File: src/i2cbe_pkg.sv
// Shared types, codes and constants of the I2C master bit engine.
// Used by the front, queue, back and top-level modules.
package i2cbe_pkg;

  localparam int I2CBE_QUEUE_DEPTH = 2;
  localparam int TPU_W   = 10;
  localparam int WAIT_W  = 13;
  localparam int PHASE_W = 6;
  localparam int US_W    = 3;

  // last phase of the bit loop of send byte, and bit phases of read byte
  localparam logic [PHASE_W-1:0] SEND_LAST_BIT_PHASE = 6'd24;
  localparam logic [PHASE_W-1:0] READ_BIT_PHASES     = 6'd24;
  localparam logic [1:0]         SUB_LAST            = 2'd2;

  // phase waits in microseconds
  localparam logic [US_W-1:0] US_NONE = 3'd0;
  localparam logic [US_W-1:0] US_1    = 3'd1;
  localparam logic [US_W-1:0] US_2    = 3'd2;
  localparam logic [US_W-1:0] US_3    = 3'd3;
  localparam logic [US_W-1:0] US_4    = 3'd4;
  localparam logic [US_W-1:0] US_5    = 3'd5;

  typedef enum logic [2:0] {
    OP_TICK     = 3'd0,
    OP_START    = 3'd1,
    OP_RESTART  = 3'd2,
    OP_STOP     = 3'd3,
    OP_SEND     = 3'd4,
    OP_READ     = 3'd5,
    OP_READ_ACK = 3'd6,
    OP_SEND_ACK = 3'd7
  } op_t;

  typedef enum logic [7:0] {
    CMD_IDLE     = 8'b0000_0001,
    CMD_START    = 8'b0000_0010,
    CMD_RESTART  = 8'b0000_0100,
    CMD_STOP     = 8'b0000_1000,
    CMD_SEND     = 8'b0001_0000,
    CMD_READ     = 8'b0010_0000,
    CMD_READ_ACK = 8'b0100_0000,
    CMD_SEND_ACK = 8'b1000_0000
  } cmd_state_t;

  // classified input word
  typedef struct packed {
    cmd_state_t  kind;
    logic [7:0]  data_byte;
    logic        ack_to_send;
    logic        sda_in;
  } item_t;

  // result word
  typedef struct packed {
    logic        rejected;
    logic        nack_seen;
    logic [7:0]  read_data;
    logic        done_res;
    logic        busy_res;
    logic        sda_level;
    logic        scl_level;
  } res_t;

  function automatic cmd_state_t op_to_cmd(input op_t op);
    cmd_state_t c;
    case (op)
      OP_START:    c = CMD_START;
      OP_RESTART:  c = CMD_RESTART;
      OP_STOP:     c = CMD_STOP;
      OP_SEND:     c = CMD_SEND;
      OP_READ:     c = CMD_READ;
      OP_READ_ACK: c = CMD_READ_ACK;
      OP_SEND_ACK: c = CMD_SEND_ACK;
      default:     c = CMD_IDLE;
    endcase
    return c;
  endfunction

endpackage

File: src/i2cbe_front.sv
// Front stage: accepts input words and classifies the operation code.
// Depends on i2cbe_pkg; feeds i2cbe_queue.
module i2cbe_front import i2cbe_pkg::*; (
  input  logic        clk,
  input  logic        rst_n,
  input  logic        in_valid,
  output logic        in_ready,
  input  logic [2:0]  in_op,
  input  logic [7:0]  in_data_byte,
  input  logic        in_ack_to_send,
  input  logic        in_sda_in,
  output logic        q_valid,
  input  logic        q_ready,
  output item_t       q_item
);

  logic  valid_r;
  item_t item_r;

  // take a word when empty or when the held one moves on
  assign in_ready = !valid_r || q_ready;
  assign q_valid  = valid_r;
  assign q_item   = item_r;

  always_ff @(posedge clk) begin
    if (!rst_n) begin
      valid_r <= 1'b0;
    end else if (in_valid && in_ready) begin
      valid_r <= 1'b1;
    end else if (q_ready) begin
      valid_r <= 1'b0;
    end
  end

  // classify and hold the payload
  always_ff @(posedge clk) begin
    if (in_valid && in_ready) begin
      item_r.kind        <= op_to_cmd(op_t'(in_op));
      item_r.data_byte   <= in_data_byte;
      item_r.ack_to_send <= in_ack_to_send;
      item_r.sda_in      <= in_sda_in;
    end
  end

endmodule

File: src/i2cbe_queue.sv
// Short queue of classified words between the front and back stages.
// Depends on i2cbe_pkg for the word type.
module i2cbe_queue import i2cbe_pkg::*; #(
  parameter int DEPTH = I2CBE_QUEUE_DEPTH
) (
  input  logic  clk,
  input  logic  rst_n,
  input  logic  in_valid,
  output logic  in_ready,
  input  item_t in_item,
  output logic  out_valid,
  input  logic  out_ready,
  output item_t out_item
);

  localparam int PTR_W = (DEPTH > 1) ? $clog2(DEPTH) : 1;
  localparam int CNT_W = $clog2(DEPTH + 1);
  localparam logic [PTR_W-1:0] PTR_LAST = PTR_W'(DEPTH - 1);
  localparam logic [CNT_W-1:0] CNT_FULL = CNT_W'(DEPTH);

  item_t            mem_r [DEPTH];
  logic [PTR_W-1:0] wr_ptr_r;
  logic [PTR_W-1:0] rd_ptr_r;
  logic [CNT_W-1:0] count_r;
  logic             push;
  logic             pop;

  assign in_ready  = (count_r != CNT_FULL);
  assign out_valid = (count_r != '0);
  assign out_item  = mem_r[rd_ptr_r];
  assign push      = in_valid && in_ready;
  assign pop       = out_valid && out_ready;

  // advance pointers and fill count
  always_ff @(posedge clk) begin
    if (!rst_n) begin
      wr_ptr_r <= '0;
      rd_ptr_r <= '0;
      count_r  <= '0;
    end else begin
      if (push) begin
        wr_ptr_r <= (wr_ptr_r == PTR_LAST) ? '0 : wr_ptr_r + PTR_W'(1);
      end
      if (pop) begin
        rd_ptr_r <= (rd_ptr_r == PTR_LAST) ? '0 : rd_ptr_r + PTR_W'(1);
      end
      if (push && !pop) begin
        count_r <= count_r + CNT_W'(1);
      end else if (pop && !push) begin
        count_r <= count_r - CNT_W'(1);
      end
    end
  end

  // store the word
  always_ff @(posedge clk) begin
    if (push) begin
      mem_r[wr_ptr_r] <= in_item;
    end
  end

endmodule

File: src/i2cbe_back.sv
// Back stage: runs the command phase sequencer one word per cycle while the
// result word is not stalled, and holds the result word. Depends on i2cbe_pkg.
module i2cbe_back import i2cbe_pkg::*; (
  input  logic             clk,
  input  logic             rst_n,
  input  logic [TPU_W-1:0] ticks_per_us,
  input  logic             q_valid,
  output logic             q_ready,
  input  item_t            q_item,
  output logic             out_valid,
  input  logic             out_ready,
  output res_t             out_res
);

  cmd_state_t         cmd_r, cmd_nxt;
  logic [PHASE_W-1:0] phase_r, phase_nxt;
  logic [1:0]         sub_r, sub_nxt;
  logic [WAIT_W-1:0]  wait_r, wait_nxt;
  logic [7:0]         shift_r, shift_nxt;
  logic               scl_r, scl_nxt;
  logic               sda_r, sda_nxt;
  logic               ack_flag_r, ack_flag_nxt;
  logic [7:0]         held_read_r, held_read_nxt;
  logic               held_ack_r, held_ack_nxt;
  logic               out_valid_r;
  res_t               out_res_r;

  logic               take;
  logic               enter;
  logic               done;
  logic               rej;
  logic [US_W-1:0]    us;
  logic [WAIT_W-1:0]  wait_dec;
  logic [TPU_W-1:0]   tpu_eff;

  assign take      = q_valid && (!out_valid_r || out_ready);
  assign q_ready   = !out_valid_r || out_ready;
  assign out_valid = out_valid_r;
  assign out_res   = out_res_r;
  assign tpu_eff   = (ticks_per_us == '0) ? TPU_W'(1) : ticks_per_us;
  assign wait_dec  = wait_r - WAIT_W'(wait_r != '0);

  // step the sequencer for one word
  always_comb begin
    cmd_nxt       = cmd_r;
    phase_nxt     = phase_r;
    sub_nxt       = sub_r;
    wait_nxt      = wait_r;
    shift_nxt     = shift_r;
    scl_nxt       = scl_r;
    sda_nxt       = sda_r;
    ack_flag_nxt  = ack_flag_r;
    held_read_nxt = held_read_r;
    held_ack_nxt  = held_ack_r;
    enter         = 1'b0;
    done          = 1'b0;
    rej           = 1'b0;
    us            = US_NONE;

    // start a command when idle, else count down the phase wait
    if (cmd_r == CMD_IDLE) begin
      if (q_item.kind != CMD_IDLE) begin
        cmd_nxt   = q_item.kind;
        phase_nxt = '0;
        sub_nxt   = (q_item.kind == CMD_SEND) ? SUB_LAST : 2'd0;
        if (q_item.kind == CMD_SEND) shift_nxt = q_item.data_byte;
        if (q_item.kind == CMD_READ) shift_nxt = 8'h00;
        if (q_item.kind == CMD_SEND_ACK) held_ack_nxt = q_item.ack_to_send;
        enter = 1'b1;
      end
    end else begin
      rej      = (q_item.kind != CMD_IDLE);
      wait_nxt = wait_dec;
      if (wait_dec == '0) begin
        phase_nxt = phase_r + PHASE_W'(1);
        sub_nxt   = (sub_r == SUB_LAST) ? 2'd0 : sub_r + 2'd1;
        enter     = 1'b1;
      end
    end

    // apply the actions of the phase being entered
    if (enter) begin
      case (cmd_nxt)
        CMD_START: begin
          if (phase_nxt == 6'd0) begin
            sda_nxt = 1'b0; scl_nxt = 1'b1; us = US_5;
          end else if (phase_nxt == 6'd1) begin
            scl_nxt = 1'b0; us = US_5;
          end
        end
        CMD_RESTART: begin
          if (phase_nxt == 6'd0) begin
            scl_nxt = 1'b0; sda_nxt = 1'b1; us = US_5;
          end else if (phase_nxt == 6'd1) begin
            scl_nxt = 1'b1; us = US_5;
          end else if (phase_nxt == 6'd2) begin
            sda_nxt = 1'b0; us = US_5;
          end
        end
        CMD_STOP: begin
          if (phase_nxt == 6'd0) begin
            sda_nxt = 1'b0; scl_nxt = 1'b1; us = US_5;
          end else if (phase_nxt == 6'd1) begin
            sda_nxt = 1'b1; us = US_5;
          end
        end
        CMD_SEND: begin
          if (phase_nxt == 6'd0) begin
            scl_nxt = 1'b0; us = US_3;
          end else if (phase_nxt <= SEND_LAST_BIT_PHASE) begin
            if (sub_nxt == 2'd0) begin
              sda_nxt   = shift_r[7];
              shift_nxt = {shift_r[6:0], 1'b0};
              us        = US_3;
            end else if (sub_nxt == 2'd1) begin
              scl_nxt = 1'b1; us = US_4;
            end else begin
              scl_nxt = 1'b0; us = US_2;
            end
          end else begin
            sda_nxt = 1'b1;
          end
        end
        CMD_READ: begin
          if (phase_nxt < READ_BIT_PHASES) begin
            if (sub_nxt == 2'd0) begin
              scl_nxt = 1'b0; sda_nxt = 1'b1; us = US_3;
            end else if (sub_nxt == 2'd1) begin
              scl_nxt = 1'b1; us = US_2;
            end else begin
              shift_nxt = {shift_nxt[6:0], q_item.sda_in};
              us        = US_1;
            end
          end else begin
            scl_nxt       = 1'b0;
            held_read_nxt = shift_nxt;
          end
        end
        CMD_READ_ACK: begin
          if (phase_nxt == 6'd0) begin
            sda_nxt = 1'b1; scl_nxt = 1'b0; us = US_3;
          end else if (phase_nxt == 6'd1) begin
            scl_nxt = 1'b1; us = US_3;
          end else if (phase_nxt == 6'd2) begin
            ack_flag_nxt = q_item.sda_in; scl_nxt = 1'b0; us = US_3;
          end
        end
        CMD_SEND_ACK: begin
          if (phase_nxt == 6'd0) begin
            scl_nxt = 1'b0; us = US_3;
          end else if (phase_nxt == 6'd1) begin
            sda_nxt = !held_ack_nxt; us = US_3;
          end else if (phase_nxt == 6'd2) begin
            scl_nxt = 1'b1; us = US_3;
          end else if (phase_nxt == 6'd3) begin
            scl_nxt = 1'b0; us = US_1;
          end
        end
        default: us = US_NONE;
      endcase

      // finish the command or load the scaled wait
      if (us == US_NONE) begin
        cmd_nxt   = CMD_IDLE;
        phase_nxt = '0;
        wait_nxt  = '0;
        done      = 1'b1;
      end else begin
        wait_nxt = WAIT_W'({{(WAIT_W-US_W){1'b0}}, us} *
                           {{(WAIT_W-TPU_W){1'b0}}, tpu_eff});
      end
    end
  end

  // commit sequencer state on each taken word
  always_ff @(posedge clk) begin
    if (!rst_n) begin
      cmd_r       <= CMD_IDLE;
      phase_r     <= '0;
      sub_r       <= 2'd0;
      wait_r      <= '0;
      shift_r     <= 8'h00;
      scl_r       <= 1'b1;
      sda_r       <= 1'b1;
      ack_flag_r  <= 1'b0;
      held_read_r <= 8'h00;
      held_ack_r  <= 1'b0;
    end else if (take) begin
      cmd_r       <= cmd_nxt;
      phase_r     <= phase_nxt;
      sub_r       <= sub_nxt;
      wait_r      <= wait_nxt;
      shift_r     <= shift_nxt;
      scl_r       <= scl_nxt;
      sda_r       <= sda_nxt;
      ack_flag_r  <= ack_flag_nxt;
      held_read_r <= held_read_nxt;
      held_ack_r  <= held_ack_nxt;
    end
  end

  // hold the result word until taken
  always_ff @(posedge clk) begin
    if (!rst_n) begin
      out_valid_r <= 1'b0;
    end else if (take) begin
      out_valid_r <= 1'b1;
    end else if (out_ready) begin
      out_valid_r <= 1'b0;
    end
  end

  always_ff @(posedge clk) begin
    if (take) begin
      out_res_r.scl_level <= scl_nxt;
      out_res_r.sda_level <= sda_nxt;
      out_res_r.busy_res  <= (cmd_nxt != CMD_IDLE);
      out_res_r.done_res  <= done;
      out_res_r.read_data <= held_read_nxt;
      out_res_r.nack_seen <= ack_flag_nxt;
      out_res_r.rejected  <= rej;
    end
  end

endmodule

File: src/i2c_master_bit_engine.sv
// I2C master bit engine: one result word for every input word, at a sustained
// rate of one word per clock cycle when the result side does not stall. A word
// passes a classifying input register, a short queue and the phase sequencer,
// whose result register holds the result; either side may stall on its own while
// the queue absorbs the difference. Each word is one tick: the sequencer counts
// down the current phase wait (microseconds times ticks_per_us) and enters the
// next phase when it runs out. ticks_per_us is written over the APB port at
// byte address 0; the user must write it only while the engine is idle (unchecked).
// Depends on i2cbe_pkg, i2cbe_front, i2cbe_queue and i2cbe_back.
module i2c_master_bit_engine import i2cbe_pkg::*; #(
  parameter int QUEUE_DEPTH = I2CBE_QUEUE_DEPTH
) (
  input  logic        clk,
  input  logic        rst_n,
  input  logic        in_tvalid,
  output logic        in_tready,
  input  logic [15:0] in_tdata,    // data_byte[7:0], ack_to_send[8], sda_in[9], zero[15:10]
  input  logic [2:0]  in_tuser,    // operation[2:0]
  output logic        out_tvalid,
  input  logic        out_tready,
  output logic [15:0] out_tdata,   // scl_level[0], sda_level[1], busy_res[2], done_res[3],
                                   // read_data[11:4], nack_seen[12], rejected[13], zero[15:14]
  input  logic        cfg_psel,
  input  logic        cfg_penable,
  input  logic        cfg_pwrite,
  input  logic [2:0]  cfg_paddr,
  input  logic [31:0] cfg_pwdata,
  output logic [31:0] cfg_prdata,
  output logic        cfg_pready
);

  logic [TPU_W-1:0] tpu_r;
  logic             cfg_sel_tpu;
  logic             f_valid;
  logic             f_ready;
  item_t            f_item;
  logic             b_valid;
  logic             b_ready;
  item_t            b_item;
  res_t             res;

  // configuration register
  assign cfg_pready  = 1'b1;
  assign cfg_sel_tpu = (cfg_paddr[2] == 1'b0);
  assign cfg_prdata  = cfg_sel_tpu ? {{(32-TPU_W){1'b0}}, tpu_r} : 32'h0;

  always_ff @(posedge clk) begin
    if (!rst_n) begin
      tpu_r <= TPU_W'(1);
    end else if (cfg_psel && cfg_penable && cfg_pwrite && cfg_pready && cfg_sel_tpu) begin
      tpu_r <= cfg_pwdata[TPU_W-1:0];
    end
  end

  i2cbe_front u_front (
    .clk            (clk),
    .rst_n          (rst_n),
    .in_valid       (in_tvalid),
    .in_ready       (in_tready),
    .in_op          (in_tuser),
    .in_data_byte   (in_tdata[7:0]),
    .in_ack_to_send (in_tdata[8]),
    .in_sda_in      (in_tdata[9]),
    .q_valid        (f_valid),
    .q_ready        (f_ready),
    .q_item         (f_item)
  );

  i2cbe_queue #(.DEPTH(QUEUE_DEPTH)) u_queue (
    .clk       (clk),
    .rst_n     (rst_n),
    .in_valid  (f_valid),
    .in_ready  (f_ready),
    .in_item   (f_item),
    .out_valid (b_valid),
    .out_ready (b_ready),
    .out_item  (b_item)
  );

  i2cbe_back u_back (
    .clk          (clk),
    .rst_n        (rst_n),
    .ticks_per_us (tpu_r),
    .q_valid      (b_valid),
    .q_ready      (b_ready),
    .q_item       (b_item),
    .out_valid    (out_tvalid),
    .out_ready    (out_tready),
    .out_res      (res)
  );

  // pack the result word
  assign out_tdata = {2'b00, res.rejected, res.nack_seen, res.read_data, res.done_res,
                      res.busy_res, res.sda_level, res.scl_level};

endmodule

File: config.mk
export PLATFORM = sky130hd
export DESIGN_NAME = i2c_master_bit_engine
export DESIGN_NICKNAME = d
export VERILOG_FILES = /design/src/i2cbe_pkg.sv /design/src/i2cbe_front.sv /design/src/i2cbe_queue.sv /design/src/i2cbe_back.sv /design/src/i2c_master_bit_engine.sv
export SDC_FILE = /design/constraint.sdc
export NUM_CORES = 1
export LEC_CHECK = 0
export BUFFER_PORTS_ARGS = -buffer_cell sky130_fd_sc_hd__buf_2
export CAP_MARGIN = 20
export CORE_MARGIN = 2
export CORE_UTILIZATION = 45
export CTS_CLUSTER_DIAMETER = 30
export DETAILED_ROUTE_END_ITERATION = 10
export PLACE_DENSITY = 0.71
export SLEW_MARGIN = 30
export SYNTH_ARGS = -nofsm -noshare
export SYNTH_HDL_FRONTEND = slang
export SYNTH_SLANG_ARGS = --single-unit
File: constraint.sdc
create_clock -name clk -period 15.9 [get_ports clk]
set_clock_uncertainty 0.05 [all_clocks]
set_input_delay 0.795 -clock clk [delete_from_list [all_inputs] [get_ports clk]]
set_output_delay 0.795 -clock clk [all_outputs]
set_load 0.01 [all_outputs]
* Yosys cells after proc, flatten, opt, wreduce, memory -nomap -nowiden
Memories as Yosys holds them, arrays and structs flattened. A register that Yosys moved wholly into a read port is not among the register bits.
Cells that the tools add are included.
** Word-level totals
- Flip-flop bits (word level) :: 97
- Memories :: 1
- RAM bits :: 36
- Word-level logic and storage cells :: 210
** Cells by class
- Bitwise logic cells :: 1
- Equality and inequality tests :: 27
- Add/subtract/negate cells :: 7
- Multipliers :: 1
- $lt $le $gt $ge :: 2
- Reduce and logical (&&, ||, !) cells :: 27
- Multiplexer cells :: 117
** Memories
- u_queue.mem_r :: words 2, width 18, rd ports 1, clocked after memory_dff 1, wr ports 1, RTL line i2cbe_queue.sv:21 : item_t mem_r [DEPTH];
** Operators with widths (number)
- $mux 8 :: 18
- $mux 1 :: 58
- $pmux 8 s7 :: 1
- $mux 3 :: 17
- $mux 13 :: 3
- $mux 6 :: 5
- $mux 10 :: 2
- $mux 2 :: 9
- $pmux 3 s6 :: 1
- $eq 8x5->1 const B :: 2
- $eq 8x6->1 const B :: 2
- $eq 8x8->1 const B :: 2
- $ne 8x1->1 const B :: 2
- $pmux 8 s2 :: 1
- $pmux 1 s7 :: 2
- $logic_not 13->1 :: 1
- $mul 3x10->13 :: 1
- $reduce_bool 13->1 :: 1
- $sub 13x1->13 :: 1
- $eq 3x3->1 const B :: 4
- $eq 6x2->1 const B :: 2
- $logic_not 10->1 :: 1
- $eq 8x1->1 const B :: 1
- $eq 8x2->1 const B :: 1
- 26 further kinds :: 44

* Depth between registers and ports, before layout
- Word-level depth :: 16
- Mapped depth :: 34
- Mapped depth without buffers :: 30

* Cells and area by module
From an unflattened synthesis, not the netlist that was laid out.
** Second synthesis, totals
- Cells, all modules :: 868
- Area total of the unflattened synthesis :: 8144.1 µm²
** By module, submodules not included
- i2cbe_back :: times used 1, seq. area each 1421.4 µm², area an instance 5280.1 µm², cells each 674
- i2cbe_queue :: times used 1, seq. area each 1181.1 µm², area an instance 1539.0 µm², cells each 80
- i2c_master_bit_engine :: times used 1, seq. area each 200.2 µm², area an instance 670.6 µm², cells each 82
- i2cbe_front :: times used 1, seq. area each 560.5 µm², area an instance 654.4 µm², cells each 32

* Worst setup path after synthesis
OpenSTA, ideal clock, no wires.
- Kind :: reg-to-reg
- Start :: reg u_back.wait_r[2]
- End :: reg u_back.wait_r[12]
- Buffers on the path :: 3
- Required time :: 15.713 ns
- Setup slack :: 9.271 ns
- Arrival :: 6.442 ns
- Library setup time :: 0.137 ns
- Stages on the path, launching flop included :: 34
- Path through :: dfxtp_1 or3_4 nor3_1 nand3_1 ha_1 ha_1 nor3b_1 nand3_1 xor2_1 o2111ai_2 nor4_1 or2_2 clkbuf_1 nand4_1 o22ai_1 or3_1 clkbuf_1 clkbuf_1 nand2_1 fa_1 inv_1 ha_1 fa_1 a21o_1 a21oi_1 o21bai_1 a21oi_1 o21bai_1 a21oi_1 o21bai_1 a21oi_1 mux2i_1 nand3_1 o21ai_0
** Between the ends
- Cells in the longest elaborated chain, start to end :: 15
- Elaborated cells on any way between the ends :: 45
- Those cells by class :: add/sub: 1; mul: 1; order compare: 2; eq/ne: 5; mux: 30; reduce/logical: 6
** RTL lines
- start, declared :: RTL line i2cbe_back.sv:18 : logic [WAIT_W-1:0] wait_r, wait_nxt;
- start signal, assigned :: RTL line i2cbe_back.sv:192 : wait_r <= wait_nxt;
- $reduce_bool 13->1 :: RTL line i2cbe_back.sv:41 : assign wait_dec = wait_r - WAIT_W'(wait_r != '0);
- $sub 13x1->13 (*) :: RTL line i2cbe_back.sv:41
- branches (longest 13 deep; another with $mul 3x10->13)
Mark *: on every way between the ends. The select of a mux whose other input is x is not followed.
A chain may end at the register's enable or synchronous reset.

* Worst setup path after layout
Ends and elaborated chain as after synthesis.

==> summary.md <==
| Metric | Value |
|---|---|
| Gr ovfl total | 0 |
| Routed vias/inst | 5.80 |
| Post-CTS resize count | 0 |
| Worst VDD drop | about 0.00015 V |
| Diode count | 0 |
| Path type of the worst setup path | flop to flop |
| WL/cell | 15.9 um |
| RR Startpoint | u_back.wait_r[2]$_SDFFE_PN0P_ |
| Cells on worst reg2reg path | 31 |
| Die W | between 100 and 150 um |
| Top_reg_cell synth | edfxtp_1 |
| Synth area leaders | edfxtp_1, dfxtp_1, a21oi_1 |
| Layout cells sized above 1 | 15.5% |
| Slowest-stage cell, CP | or2_0 |
| Initial antenna violation count | 0 |
| Synth Warn # | 0 |
| Pwr Total | approximately 2100 uW |
| WL met2 | 8.97 mm |
| Ys async rst share | 0% |
| Num CTS Buffers | 17 |
| Hold Fails Final Rpt | 0 |
| Initial Util | between 40% and 50% |
| Fin crit period | approximately 7.6 ns |
| Share of the synthesized area in the top cell type | 24.4% |
| Largest stage delay on the critical path | a little over 0.6 ns |
| DRC errors left | 0 |
| Crit path DAT | about 7.9 ns |
| Pwr dens | approximately 230 nW/um^2 |
| Met1 WL | 8.51 mm |
| Post-CTS Repair Setup Buffers | 0 |
| Crit share post-route | approximately 48% |
| Hpwl dp | 13.0 mm |
| Final antenna-violating net count | 0 |
| Htree depth | 4 |
| CTS tree | done |
| GP Congestion | around 0.9 |
| Hold Path Class | flop to flop |
| Synth Area per Inst | roughly 9.2 um^2 |
| Status | finished clean |
| Critical Path End Type | flop |
| Hold path depth | 0 |
| Setup TNS | 0 ns |
| Min-delay src | u_front.q_item[6]$_DFFE_PP_ |
| RSZ-0062 raised after global routing | false |
| Clock transition at the registers of the reported paths | about 0.060 ns |
| Die area | 19,700 um^2 |
| Largest net degree at the start of global routing | 56 |
| Root Buffer | clkbuf_16 |
| NumNets Final | 1,029 |
| Core area | 18,100 um^2 |
| Drt pass-1 iters | 5 |
| Max-cap viol count | 0 |
| Total track usage | between 15 and 20% |
| Number of port buffers | 56 |
| Worst reg-to-reg setup slack | 8.27 ns |
| Max Clk Rate | 131 MHz |
| Final Max Slew Viols | 0 |
| CTS Hold Bufs | 0 |
| First-pass GRT wire length | between 30 and 40 mm |
| Number of synthesized flops with an enable pin | 68 |
| Highest metal used | met4 |
| Crit start category | flop |
| Cell type with the largest total area after synthesis | edfxtp_1 |
| Static Leakage | 0.00368 uW |
| Hold endpoint | u_queue.mem_r[1][6]$_DFFE_PP_ |
| Mapped Cells | 908 |
| Post-synthesis sequential area ratio | approximately 40% |
| Data required, critical path | 16.13 ns |
| R2R Path End | u_back.wait_r[12]$_SDFFE_PN0P_ |
| Die Span Y | around 140 um |
| Seq cells post-synth | roughly 130 |
| Slew HR | between 30 and 40% |
| DRT iter0 DRCs | 600 |
| Most common cell on crit path | a21oi_1 |
| Clock sink total | 134 |
| Row count | 49 |
| Clk_lat worst skew | around 0.42 ns |
| # setup viols final | 0 |
| Vias | slightly below 7,000 |
| Ports | 112 |
| Area grow syn2layout | 11.4% |
| Yosys cell types | 91 |
| Bufs on Longest Clock Path | 2 |
| Final core occ | between 50% and 60% |
| Synth Cell Area | 8350 um^2 |
| Slew @ Worst Pin | a little over 0.9 ns |
| Met3 routed WL | 1.10 mm |
| Final wirelength | ~19 mm |
| Hold_ws | roughly 0.39 ns |
| Worst-path fanout max | 22 |
| Vias in the first global route | approximately 6,200 |
[cells by family after synthesis]
logic type | share of synthesized area, %
AOI/OAI and AO/OA | 18.5
xor gates and xnor gates | 2.52
and+or+nand+nor | 21.1
other | 0.0899
adders and majority gates | 4.55
DFF | 40.3
muxes | 6.56
buffers and inverters | 6.35
[Yosys cell counts, drive strengths merged, types with 5 or more instances]
cell type,instances
inv,35
a31oi,9
ha,16
o21bai,6
o211ai,13
a21oi,72
o21ai,47
and2,10
nand3,29
xnor2,13
edfxtp,68
fa,9
nor3b,9
nand2b,8
o211a,7
clkbuf,32
o221ai,7
nor3,31
nor4,16
dfxtp,66
nor2,79
xor2,11
buf,42
nor4b,5
nor2b,15
mux2,19
or3,7
a211oi,8
or2,8
mux2i,33
nand4,10
o311ai,12
nand2,85
[per-stage QoR]
step	cells	setup slack (ns)	instance area [um^2]
after floorplan	931	9.27	8440
after global placement	1152	8.51	8700
after detailed placement	1153	8.39	8700
after CTS	1185	8.37	9300
after global routing	1185	7.88	9300
final	1185	8.27	9300
[worst max-delay path, delay by kind of cell (launching register included)]
kind            cells  cell delay, ns
compound gates     14            2.70
simple gates        9            2.31
fa+ha+maj           5            1.62
flops               1            0.38
buf+inv             2            0.32
mux                 1            0.11
[sequential cells by signal (all words and copies together), names as in the netlist, 2 cells and up, named ones only]
register	flops
u_back.shift_r	8
u_queue.count_r	2
u_front.q_item	18
u_back.sub_r	2
u_back.wait_r	13
u_back.phase_r	6
tpu_r	10
u_back.held_read_r	8
u_back.out_res	14
u_queue.mem_r	36
u_back.cmd_r	8
[routing by layer]
layer / vias to the layer above / global-route usage [%]
li1: 3385 / -
met5: - / 0
met2: 230 / 30.8
met1: 3233 / 26.3
met4: 0 / 6.38
met3: 20 / 4.44
[where the power goes]
part / leakage [uW] / switching, uW / internal, uW / total [uW]
registers: 0.00118 / 74.8 / 467 / 541
clock network: 0.000288 / 158 / 235 / 393
logic: 0.00221 / 781 / 396 / 1180
[final cells by class]
cell class	count	area (um^2)
Clock buffer	18	429
Clock inverter	14	164
Fill cell	1625	8780
Inverter	36	135
Multi-Input combinational cell	687	4560
Sequential cell	134	3360
Tap cell	229	287
Timing Repair Buffer	67	363
[cells in the final DEF (no fill, tap or decap), types with 7 or more instances in the layout]
cell type	instances
o221ai_1	7
nor3_1	29
inv_1	34
a211oi_1	8
o211ai_1	12
nand2_1	84
nor4_1	12
xor2_1	11
xnor2_1	13
o21ai_0	43
nor2_1	78
mux2_2	18
a31oi_1	9
conb_1	25
o311ai_0	12
buf_4	11
a21oi_1	71
nor3b_1	9
nand3_1	28
o211a_1	7
ha_1	16
clkbuf_16	17
edfxtp_1	68
nand2b_1	8
dfxtp_1	66
and2_1	10
nor2b_1	15
mux2i_1	33
buf_2	56
fa_1	9
nand4_1	9
[worst max-delay path by stage]
stage,from,end,slack [ns]
floorplan,u_back.wait_r[2]$_SDFFE_PN0P_,u_back.wait_r[12]$_SDFFE_PN0P_,9.27
global placement,u_back.wait_r[2]$_SDFFE_PN0P_,u_back.wait_r[12]$_SDFFE_PN0P_,8.51
detailed placement,u_back.wait_r[2]$_SDFFE_PN0P_,u_back.wait_r[12]$_SDFFE_PN0P_,8.39
CTS,u_back.wait_r[2]$_SDFFE_PN0P_,u_back.wait_r[12]$_SDFFE_PN0P_,8.37
global route,u_back.wait_r[2]$_SDFFE_PN0P_,u_back.wait_r[12]$_SDFFE_PN0P_,7.88
finish,u_back.wait_r[2]$_SDFFE_PN0P_,u_back.wait_r[12]$_SDFFE_PN0P_,8.27
Power figures use the tool's default switching activity.
